<file path="src/assert_macros.svh">
// Assertion macros used by the frame counter timestamp tracker top level.
`ifndef ASSERT_MACROS_SVH
`define ASSERT_MACROS_SVH

// Clocked assertion that is switched off while reset is held.
`define FTT_ASSERT(lbl, clk, rst_n, prop, msg) \
  lbl: assert property (@(posedge clk) disable iff (!rst_n) prop) else $error(msg);

// Clocked assertion that is also checked during reset.
`define FTT_ASSERT_ALWAYS(lbl, clk, prop, msg) \
  lbl: assert property (@(posedge clk) prop) else $error(msg);

`endif

</file>
<file path="src/ftt_pkg.sv">
// Types, constants and register indexes of the frame counter timestamp tracker.
`timescale 1ns / 1ps
package ftt_pkg;

  localparam int SECONDS_BITS_DEF = 32;
  localparam int CNT_W            = 16;
  localparam int CFG_W            = 16;
  localparam int CFG_IDX_W        = 8;
  localparam int SECS_IN_W        = 32;
  localparam int DIVIDEND_W       = 32;
  localparam int DIV_STEPS        = DIVIDEND_W;
  localparam int DIV_CNT_W        = $clog2(DIV_STEPS);

  localparam logic [CFG_IDX_W-1:0] REG_SECONDS_PER_PERIOD = CFG_IDX_W'(0);
  localparam logic [CFG_IDX_W-1:0] REG_ROWS_PER_PERIOD    = CFG_IDX_W'(1);
  localparam logic [CFG_IDX_W-1:0] REG_ROLLOVER_THRESHOLD = CFG_IDX_W'(2);
  localparam logic [CFG_IDX_W-1:0] REG_ADVANCE_LIMIT      = CFG_IDX_W'(3);

  typedef enum logic [2:0] {
    ST_IDLE,
    ST_CHECK,
    ST_PREP,
    ST_DIV,
    ST_MUL,
    ST_POST,
    ST_DONE
  } state_t;

  typedef enum logic [2:0] {
    PATH_FIRST,
    PATH_REANCHOR,
    PATH_WRAP,
    PATH_ADVANCE,
    PATH_HOLD
  } path_t;

  typedef struct packed {
    logic load_in;
    logic prep;
    logic div_step;
    logic mul;
    logic post;
    logic out_load;
  } ctl_cmd_t;

  typedef struct packed {
    path_t path;
    logic  div_last;
    logic  out_free;
  } dp_stat_t;

endpackage

</file>
<file path="src/ftt_in_if.sv">
// Request channel carrying one minor frame into the tracker.
`timescale 1ns / 1ps
interface ftt_in_if;
  import ftt_pkg::*;
  logic                 valid;
  logic                 ready;
  logic [CNT_W-1:0]     frame_counter;
  logic [SECS_IN_W-1:0] now_seconds;
  modport source (output valid, output frame_counter, output now_seconds, input ready);
  modport sink (input valid, input frame_counter, input now_seconds, output ready);
endinterface

</file>
<file path="src/ftt_out_if.sv">
// Result channel carrying the anchor after each minor frame.
`timescale 1ns / 1ps
interface ftt_out_if;
  import ftt_pkg::*;
  logic                 valid;
  logic                 ready;
  logic                 anchor_changed;
  logic [CNT_W-1:0]     anchor_counter;
  logic [SECS_IN_W-1:0] anchor_seconds;
  logic [CNT_W-1:0]     expected_next;
  modport source (output valid, output anchor_changed, output anchor_counter,
                  output anchor_seconds, output expected_next, input ready);
  modport sink (input valid, input anchor_changed, input anchor_counter,
                input anchor_seconds, input expected_next, output ready);
endinterface

</file>
<file path="src/ftt_cfg_if.sv">
// Register write channel of the tracker.
`timescale 1ns / 1ps
interface ftt_cfg_if;
  import ftt_pkg::*;
  logic                 valid;
  logic                 ready;
  logic [CFG_IDX_W-1:0] index;
  logic [CFG_W-1:0]     data;
  modport source (output valid, output index, output data, input ready);
  modport sink (input valid, input index, input data, output ready);
endinterface

</file>
<file path="src/ftt_ctrl.sv">
// Controller state machine that sequences one request through the datapath.
`timescale 1ns / 1ps
module ftt_ctrl (
  input  logic              clk,
  input  logic              rst_n,
  input  logic              in_valid,
  output logic              in_ready,
  input  ftt_pkg::dp_stat_t stat,
  output ftt_pkg::ctl_cmd_t cmd
);
  import ftt_pkg::*;

  state_t state_r, state_nxt;

  always_ff @(posedge clk) begin
    if (!rst_n) begin
      state_r <= ST_IDLE;
    end else begin
      state_r <= state_nxt;
    end
  end

  always_comb begin
    state_nxt = state_r;
    case (state_r)
      ST_IDLE: begin
        if (in_valid) state_nxt = ST_CHECK;
      end
      ST_CHECK: begin
        if (stat.path inside {PATH_WRAP, PATH_ADVANCE}) state_nxt = ST_PREP;
        else state_nxt = ST_POST;
      end
      ST_PREP: state_nxt = ST_DIV;
      ST_DIV: begin
        if (stat.div_last) state_nxt = ST_MUL;
      end
      ST_MUL:  state_nxt = ST_POST;
      ST_POST: state_nxt = ST_DONE;
      ST_DONE: begin
        if (stat.out_free) state_nxt = ST_IDLE;
      end
      default: state_nxt = ST_IDLE;
    endcase
  end

  always_comb begin
    cmd      = '0;
    in_ready = 1'b0;
    case (state_r)
      ST_IDLE: begin
        in_ready    = 1'b1;
        cmd.load_in = in_valid;
      end
      ST_PREP:  cmd.prep     = 1'b1;
      ST_DIV:   cmd.div_step = 1'b1;
      ST_MUL:   cmd.mul      = 1'b1;
      ST_POST:  cmd.post     = 1'b1;
      ST_DONE:  cmd.out_load = stat.out_free;
      default: begin
        cmd      = '0;
        in_ready = 1'b0;
      end
    endcase
  end

endmodule

</file>
<file path="src/ftt_datapath.sv">
// Datapath: registers, anchor update, shared divider and the result register.
`timescale 1ns / 1ps
module ftt_datapath #(
  parameter int SECONDS_BITS = ftt_pkg::SECONDS_BITS_DEF
) (
  input  logic                          clk,
  input  logic                          rst_n,
  input  logic [ftt_pkg::CNT_W-1:0]     in_frame_counter,
  input  logic [ftt_pkg::SECS_IN_W-1:0] in_now_seconds,
  ftt_cfg_if.sink                       cfg,
  ftt_out_if.source                     out_ch,
  input  ftt_pkg::ctl_cmd_t             cmd,
  output ftt_pkg::dp_stat_t             stat
);
  import ftt_pkg::*;

  logic [CFG_W-1:0] spp_r, rpp_r, rt_r, al_r;

  logic [CNT_W-1:0]        ctr_r;
  logic [SECS_IN_W-1:0]    now_r;
  logic                    valid_r;
  logic [CNT_W-1:0]        acnt_r;
  logic [SECONDS_BITS-1:0] asec_r;
  logic                    chg_r;

  logic [DIVIDEND_W-1:0] dvd_r;
  logic [CNT_W-1:0]      rem_r;
  logic [DIV_CNT_W-1:0]  cnt_r;
  logic [CNT_W-1:0]      qd_r;
  logic [2*CNT_W-1:0]    sq_r;
  logic                  neg_r;

  logic                  out_valid_r;
  logic                  out_changed_r;
  logic [CNT_W-1:0]      out_cnt_r;
  logic [SECS_IN_W-1:0]  out_sec_r;
  logic [CNT_W-1:0]      out_next_r;

  logic [CNT_W-1:0]       dvs;
  logic [CNT_W-1:0]       diff;
  logic [CNT_W+1:0]       frames;
  logic                   frames_neg;
  logic [CNT_W:0]         mag;
  logic [DIVIDEND_W-1:0]  wrap_prod;
  logic [CNT_W:0]         rem_sh;
  logic                   rem_ge;
  logic [CNT_W-1:0]       qd_full;
  logic [SECONDS_BITS-1:0] step_secs;
  path_t                  path;

  // A divisor of zero behaves as one.
  assign dvs  = (rpp_r == '0) ? CNT_W'(1) : rpp_r;
  assign diff = ctr_r - acnt_r;

  // Frames left up to the wrap; may be negative when the threshold is large.
  assign frames     = (CNT_W+2)'(1 << CNT_W) - {2'b00, acnt_r} - {2'b00, rt_r};
  assign frames_neg = frames[CNT_W+1];
  assign mag        = frames_neg ? (CNT_W+1)'(-frames) : frames[CNT_W:0];
  assign wrap_prod  = DIVIDEND_W'(spp_r) * DIVIDEND_W'(mag);

  always_comb begin
    if (!valid_r) begin
      path = PATH_FIRST;
    end else if (ctr_r < acnt_r) begin
      path = (ctr_r < rt_r) ? PATH_REANCHOR : PATH_WRAP;
    end else if ((ctr_r > acnt_r) && (diff > al_r)) begin
      path = PATH_ADVANCE;
    end else begin
      path = PATH_HOLD;
    end
  end

  assign rem_sh    = {rem_r, dvd_r[DIVIDEND_W-1]};
  assign rem_ge    = rem_sh >= {1'b0, dvs};
  assign qd_full   = dvd_r[CNT_W-1:0] * dvs;
  assign step_secs = SECONDS_BITS'(dvd_r);

  assign stat.path     = path;
  assign stat.div_last = (cnt_r == DIV_CNT_W'(DIV_STEPS - 1));
  assign stat.out_free = !out_valid_r || out_ch.ready;

  assign cfg.ready = 1'b1;

  always_ff @(posedge clk) begin
    if (!rst_n) begin
      spp_r <= CFG_W'(1);
      rpp_r <= CFG_W'(1);
      rt_r  <= '0;
      al_r  <= '0;
    end else if (cfg.valid && cfg.ready) begin
      case (cfg.index)
        REG_SECONDS_PER_PERIOD: spp_r <= cfg.data;
        REG_ROWS_PER_PERIOD:    rpp_r <= cfg.data;
        REG_ROLLOVER_THRESHOLD: rt_r  <= cfg.data;
        REG_ADVANCE_LIMIT:      al_r  <= cfg.data;
        default: ;
      endcase
    end
  end

  always_ff @(posedge clk) begin
    if (cmd.load_in) begin
      ctr_r <= in_frame_counter;
      now_r <= in_now_seconds;
    end
  end

  // Restoring divider: one quotient bit per cycle shifts into the dividend.
  always_ff @(posedge clk) begin
    if (cmd.prep) begin
      dvd_r <= (path == PATH_WRAP) ? wrap_prod
                                   : {{(DIVIDEND_W-CNT_W){1'b0}}, diff};
      neg_r <= frames_neg;
      rem_r <= '0;
      cnt_r <= '0;
    end else if (cmd.div_step) begin
      dvd_r <= {dvd_r[DIVIDEND_W-2:0], rem_ge};
      rem_r <= rem_ge ? CNT_W'(rem_sh - {1'b0, dvs}) : rem_sh[CNT_W-1:0];
      cnt_r <= cnt_r + DIV_CNT_W'(1);
    end
  end

  always_ff @(posedge clk) begin
    if (cmd.mul) begin
      qd_r <= qd_full;
      sq_r <= (2*CNT_W)'(spp_r) * (2*CNT_W)'(dvd_r[CNT_W-1:0]);
    end
  end

  // The path is taken before the anchor moves, since it is decided from the old anchor.
  always_ff @(posedge clk) begin
    if (cmd.post) begin
      chg_r <= (path != PATH_HOLD);
    end
  end

  always_ff @(posedge clk) begin
    if (!rst_n) begin
      valid_r <= 1'b0;
      acnt_r  <= '0;
      asec_r  <= '0;
    end else if (cmd.post) begin
      case (path)
        PATH_FIRST, PATH_REANCHOR: begin
          valid_r <= 1'b1;
          acnt_r  <= ctr_r;
          asec_r  <= SECONDS_BITS'(now_r);
        end
        PATH_WRAP: begin
          acnt_r <= '0;
          asec_r <= neg_r ? (asec_r - step_secs) : (asec_r + step_secs);
        end
        PATH_ADVANCE: begin
          acnt_r <= acnt_r + qd_r;
          asec_r <= asec_r + SECONDS_BITS'(sq_r);
        end
        default: ;
      endcase
    end
  end

  // Result register; the next request may be taken while it waits.
  always_ff @(posedge clk) begin
    if (!rst_n) begin
      out_valid_r <= 1'b0;
    end else if (cmd.out_load) begin
      out_valid_r <= 1'b1;
    end else if (out_ch.ready) begin
      out_valid_r <= 1'b0;
    end
  end

  always_ff @(posedge clk) begin
    if (cmd.out_load) begin
      out_changed_r <= chg_r;
      out_cnt_r     <= acnt_r;
      out_sec_r     <= asec_r[SECS_IN_W-1:0];
      out_next_r    <= ctr_r + CNT_W'(1);
    end
  end

  assign out_ch.valid          = out_valid_r;
  assign out_ch.anchor_changed = out_changed_r;
  assign out_ch.anchor_counter = out_cnt_r;
  assign out_ch.anchor_seconds = out_sec_r;
  assign out_ch.expected_next  = out_next_r;

endmodule

</file>
<file path="src/frame_counter_timestamp_tracker.sv">
// Top level of the frame counter timestamp tracker.
`timescale 1ns / 1ps
`include "assert_macros.svh"
// Usage:
// in_if takes one minor frame per request: the 16-bit frame counter and the
// current time in seconds. out_if returns exactly one result per request:
// whether the anchor changed, the anchor counter and seconds after the frame,
// and the next expected counter. cfg_if writes the four period and threshold
// registers by index and is always ready. The user must ensure it is written
// only while idle; the block itself does not enforce this. A frame that
// re-anchors, is the first frame or leaves the anchor alone goes straight to
// the anchor update; a wrap-around or an anchor advance first passes a setup
// step, the shared restoring divider, which resolves one quotient bit per
// cycle, and a multiply step. One request is processed at a time, and a new
// one is taken once the last result is in the output register. The next
// request is accepted while that result waits; a stalled receiver holds back
// only the hand-off of the following result. Reset clears the anchor, marks
// it invalid, restores the register defaults and empties the output register.
module frame_counter_timestamp_tracker #(
  parameter int SECONDS_BITS = ftt_pkg::SECONDS_BITS_DEF
) (
  input  logic       clk,
  input  logic       rst_n,
  ftt_in_if.sink     in_if,
  ftt_out_if.source  out_if,
  ftt_cfg_if.sink    cfg_if
);
  import ftt_pkg::*;

  ctl_cmd_t cmd;
  dp_stat_t stat;

  ftt_ctrl u_ctrl (
    .clk      (clk),
    .rst_n    (rst_n),
    .in_valid (in_if.valid),
    .in_ready (in_if.ready),
    .stat     (stat),
    .cmd      (cmd)
  );

  ftt_datapath #(
    .SECONDS_BITS (SECONDS_BITS)
  ) u_datapath (
    .clk              (clk),
    .rst_n            (rst_n),
    .in_frame_counter (in_if.frame_counter),
    .in_now_seconds   (in_if.now_seconds),
    .cfg              (cfg_if),
    .out_ch           (out_if),
    .cmd              (cmd),
    .stat             (stat)
  );

  // A taken request keeps the input closed while it is processed.
  `FTT_ASSERT(a_busy_after_accept, clk, rst_n, (in_if.valid && in_if.ready) |=> !in_if.ready, "request accepted while busy")
  // A new result never overwrites one the receiver has not taken.
  `FTT_ASSERT(a_load_when_free, clk, rst_n, cmd.out_load |-> stat.out_free, "result register overwritten")
  // A taken result leaves the channel empty unless a new one is loaded.
  `FTT_ASSERT(a_result_once, clk, rst_n, (out_if.valid && out_if.ready && !cmd.out_load) |=> !out_if.valid, "result delivered twice")
  // Reset empties the result register.
  `FTT_ASSERT_ALWAYS(a_reset_empty, clk, !rst_n |=> !out_if.valid, "result valid after reset")

endmodule

</file>
<file path="src/flat_wrapper.sv">
// flat-port wrapper written by rule: the top's interface ports become plain ports
module frame_counter_timestamp_tracker_flat import ftt_pkg::*;
#(
  parameter int SECONDS_BITS = ftt_pkg::SECONDS_BITS_DEF
)
  (clk, rst_n, in_if_valid, in_if_frame_counter, in_if_now_seconds, in_if_ready, out_if_valid, out_if_anchor_changed, out_if_anchor_counter, out_if_anchor_seconds, out_if_expected_next, out_if_ready, cfg_if_valid, cfg_if_index, cfg_if_data, cfg_if_ready);
  ftt_in_if in_if_i ();
  ftt_out_if out_if_i ();
  ftt_cfg_if cfg_if_i ();
  input  logic clk;
  input  logic rst_n;
  input wire logic [$bits(in_if_i.valid)-1:0] in_if_valid;
  input wire logic [$bits(in_if_i.frame_counter)-1:0] in_if_frame_counter;
  input wire logic [$bits(in_if_i.now_seconds)-1:0] in_if_now_seconds;
  output wire logic [$bits(in_if_i.ready)-1:0] in_if_ready;
  output wire logic [$bits(out_if_i.valid)-1:0] out_if_valid;
  output wire logic [$bits(out_if_i.anchor_changed)-1:0] out_if_anchor_changed;
  output wire logic [$bits(out_if_i.anchor_counter)-1:0] out_if_anchor_counter;
  output wire logic [$bits(out_if_i.anchor_seconds)-1:0] out_if_anchor_seconds;
  output wire logic [$bits(out_if_i.expected_next)-1:0] out_if_expected_next;
  input wire logic [$bits(out_if_i.ready)-1:0] out_if_ready;
  input wire logic [$bits(cfg_if_i.valid)-1:0] cfg_if_valid;
  input wire logic [$bits(cfg_if_i.index)-1:0] cfg_if_index;
  input wire logic [$bits(cfg_if_i.data)-1:0] cfg_if_data;
  output wire logic [$bits(cfg_if_i.ready)-1:0] cfg_if_ready;
  assign in_if_i.valid = in_if_valid;
  assign in_if_i.frame_counter = in_if_frame_counter;
  assign in_if_i.now_seconds = in_if_now_seconds;
  assign in_if_ready = in_if_i.ready;
  assign out_if_valid = out_if_i.valid;
  assign out_if_anchor_changed = out_if_i.anchor_changed;
  assign out_if_anchor_counter = out_if_i.anchor_counter;
  assign out_if_anchor_seconds = out_if_i.anchor_seconds;
  assign out_if_expected_next = out_if_i.expected_next;
  assign out_if_i.ready = out_if_ready;
  assign cfg_if_i.valid = cfg_if_valid;
  assign cfg_if_i.index = cfg_if_index;
  assign cfg_if_i.data = cfg_if_data;
  assign cfg_if_ready = cfg_if_i.ready;
  frame_counter_timestamp_tracker #(.SECONDS_BITS(SECONDS_BITS)) u_core (.clk(clk), .rst_n(rst_n), .in_if(in_if_i), .out_if(out_if_i), .cfg_if(cfg_if_i));
endmodule
</file>
<file path="config.mk">
export PLATFORM = sky130hd
export DESIGN_NAME = frame_counter_timestamp_tracker_flat
export DESIGN_NICKNAME = d
export VERILOG_FILES = /design/src/ftt_pkg.sv /design/src/ftt_in_if.sv /design/src/ftt_out_if.sv /design/src/ftt_cfg_if.sv /design/src/ftt_ctrl.sv /design/src/ftt_datapath.sv /design/src/frame_counter_timestamp_tracker.sv /design/src/flat_wrapper.sv
export VERILOG_INCLUDE_DIRS = /design/src /design/src/src
export SDC_FILE = /design/constraint.sdc
export NUM_CORES = 2
export LEC_CHECK = 0
export BUFFER_PORTS_ARGS = -buffer_cell sky130_fd_sc_hd__buf_2
export CAP_MARGIN = 20
export CORE_ASPECT_RATIO = 0.6
export CORE_MARGIN = 3
export CORE_UTILIZATION = 50
export CTS_CLUSTER_DIAMETER = 80
export DETAILED_ROUTE_END_ITERATION = 7
export PLACE_DENSITY = 0.67
export SYNTH_ARGS = -nofsm -noshare
export SYNTH_HDL_FRONTEND = slang
export SYNTH_SLANG_ARGS = --single-unit
</file>
<file path="constraint.sdc">
create_clock -name clk -period 13.4 [get_ports clk]
set_clock_uncertainty 0.05 [all_clocks]
set_input_delay 0 -clock clk [delete_from_list [all_inputs] [get_ports clk]]
set_output_delay 0 -clock clk [all_outputs]
set_load 0.02 [all_outputs]
</file>
==> metrics.yaml <==
run_status:
  status: "complete, no violations"
timing:
  holdWs_ns: 0.0408
  setup_tns_ns: 0
  rsz0062_at_grt: "false"
  slew_headroom: 0.235
  slew_viol_final: 0
  period_share: 0.770
  hold_viol_final: 0
  max_freq_ghz: 0.0969
  setup_viol: 0
  worst_slew_pin_slew_ns: 1.15
  fin_crit_ns: 10.32
drt:
  num_vias: 32800
  drc: 0
  first_iter_violations: 3398
  top_layer: "met5"
  routed_wl_um: 121000
  vias_per_cell: 5.70
  avgRoutedWirePerCell_um: 21.1
  dr_wl_met3_um: 15100
  m1WireLength_um: 56900
  dr_wl_met2_um: 47200
  first_pass_iters: 6
  ant_nets: 0
power_and_ir_drop:
  power.density_mw_per_mm2: 102
  vdd_ir_drop_max_v: 0.000101
  p_leak_nw: 20.6
  p_total_mw: 4.55
logic_synthesis:
  synth-edff-count: 195
  synth-main-ff-cell: "edfxtp_1"
  syn-num-nets: 5530
  synthArstFlopShare: 0
  synth_commonest_cells: "inv_1, nand2_1, fa_1"
  ys_warn_count: 0
  syn-cell-area_mm2: 0.0412
  avgSynthCellArea_um2: 9.02
  yosysTopAreaCell: "fa_1"
  yosysTopAreaCellShare: 0.237
  ys_ff_latch: 333
  synthTopCellsByArea: "fa_1, edfxtp_1, ha_1, dfxtp_1, inv_1"
  yosysSeqAreaShare: 0.209
  synth.most_common_cell: "inv_1"
  synth_cells: 4567
  ys_types: 97
floorplan:
  rows: 80
  ios: 145
  die_y_um: 228
  dieWidth_um: 376
  start_util: 0.512
  dieArea_mm2: 0.0859
  design.core.area_mm2: 0.0805
worst_setup_path:
  crit_arrival_ns: 10.61
  critical_path_required_ns: 13.69
  cp_slowest_stage_delay_ns: 0.54
  crit_family: "adder cells"
  end_kind: "flip-flop"
  crit_top_cell: "fa_1"
  worst-setup-path-type: "flip-flop to flip-flop"
  crit_fanout: 11
  path_buf_inv: 6
  cpMaxStageDelayCell: "fa_1"
  crit_path_start_kind: "flip-flop"
cts:
  cts_tree: "yes"
  clockBufferDepth: 3
  cts_setup_buffers: 0
  clock-sinks: 333
  clock_latency_ns: 0.62
  cts_root_buf: "clkbuf_16"
  htreeDepth: 1
  cts_resized: 0
  numCtsBuffers: 30
  clk_pin_slew_ns: 0.08
layout:
  final_cell_area_mm2: 0.0447
  syn_to_final_growth_pct: 8.55
  drive_gt1_frac: 0.0675
  antenna_cells: 0
  fin_cells: 5747
  fill_cells: 7314
  fin_nets: 5620
placed_design:
  port_buffers: 143
  dp.cells: 5618
  place_area_mm2: 0.0429
  dp_hpwl_um: 92500
  routabilityCongestion: 0.939
worst_hold_path:
  hp-class: "input pin to flip-flop"
global_routing:
  grt.total_usage: 0.282
  grt_pass1_vias: 32400
  antenna_found_initial: 5
  grt_pass1_wl_um: 190000
  grt_overflow_total: 0
  grt_max_degree: 83
job:
  maxCapViolations: 0
[worst paths after layout]
kind | from | endpoint | slack [ns] | cells after the start
hold / removal | in_if_frame_counter[11] | u_core.u_datapath.ctr_r[11] | 0.04 | 2
hold reg to reg | u_core.u_datapath.asec_r[31] | u_core.u_datapath.out_ch.anchor_seconds[31] | 0.39 | 0
setup reg to reg | u_core.u_datapath.acnt_r[1] | u_core.u_datapath.dvd_r[31] | 3.08 | 38
setup / recovery | u_core.u_datapath.acnt_r[1] | u_core.u_datapath.dvd_r[31] | 3.08 | 38
[layout by cell type, fill, tap and decap left out, drive strengths merged, types with 54 or more instances in the layout]
master,count
xnor2,174
nor3,57
ha,399
o21ai,156
nor2,257
dlygate4sd3,72
a21o,75
inv,707
edfxtp,195
dfxtp,138
nand2,578
and2,231
fa,487
xor2,72
mux2i,97
nand3,54
a21oi,192
buf,211
[kinds of logic (layout without fill, tap and decap cells)]
logic type | Yosys count | after routing | synth area share
AND/OR/NAND/NOR | 1394 | 1394 | 0.163
flip-flops | 333 | 333 | 0.209
other | 1 | 1 | 0.0000911
buffers and inverters | 932 | 1046 | 0.0862
adder cells (fa/ha/maj) | 886 | 886 | 0.358
multiplexers | 100 | 100 | 0.0244
AO/OA/AOI/OAI | 675 | 675 | 0.107
XOR/XNOR | 246 | 246 | 0.0523
[routing by layer]
metal | GRT usage | vias up
met5 | 0 | -
met1 | 0.436 | 16000
met3 | 0.0918 | 131
met2 | 0.386 | 1547
li1 | - | 15100
met4 | 0.0428 | 4
[report_power, final]
group          switching [mW]  internal (mW)  total (mW)
Sequential             0.0971           1.20        1.30
Clock                   0.447          0.538       0.985
Combinational            1.47          0.791        2.26
Total                    2.02           2.53        4.55
[repair_timing]
item,in CTS,in global routing
endpoints found under the setup margin,0,0
hold endpoints to repair,144,2
hold buffers,70,2
[flip-flops by register name, indices dropped and copies added (netlist names), 32 cells and up]
signal                                   flops
u_core.u_datapath.out_ch.anchor_seconds     32
u_core.u_datapath.dvd_r                     32
u_core.u_datapath.now_r                     32
u_core.u_datapath.sq_r                      32
u_core.u_datapath.asec_r                    32
[layout make-up]
type	instances	area, um^2	share of cell area
multi-input cells	3302	29100	0.650
flip-flops and latches	333	8620	0.193
inverters	707	2660	0.0594
repair buffers	283	1950	0.0437
well taps	1066	1330	0.0298
clock buffers	39	826	0.0185
clock inverters	17	246	0.00551
[metrics by stage]
stage               utilization  setup WS (ns)
floorplan                     -           4.04
global placement          0.533           3.41
detailed placement        0.533           3.15
CTS                       0.555           3.14
global route              0.555           2.47
finish                    0.555           3.08
Power figures use the tool's default switching activity.
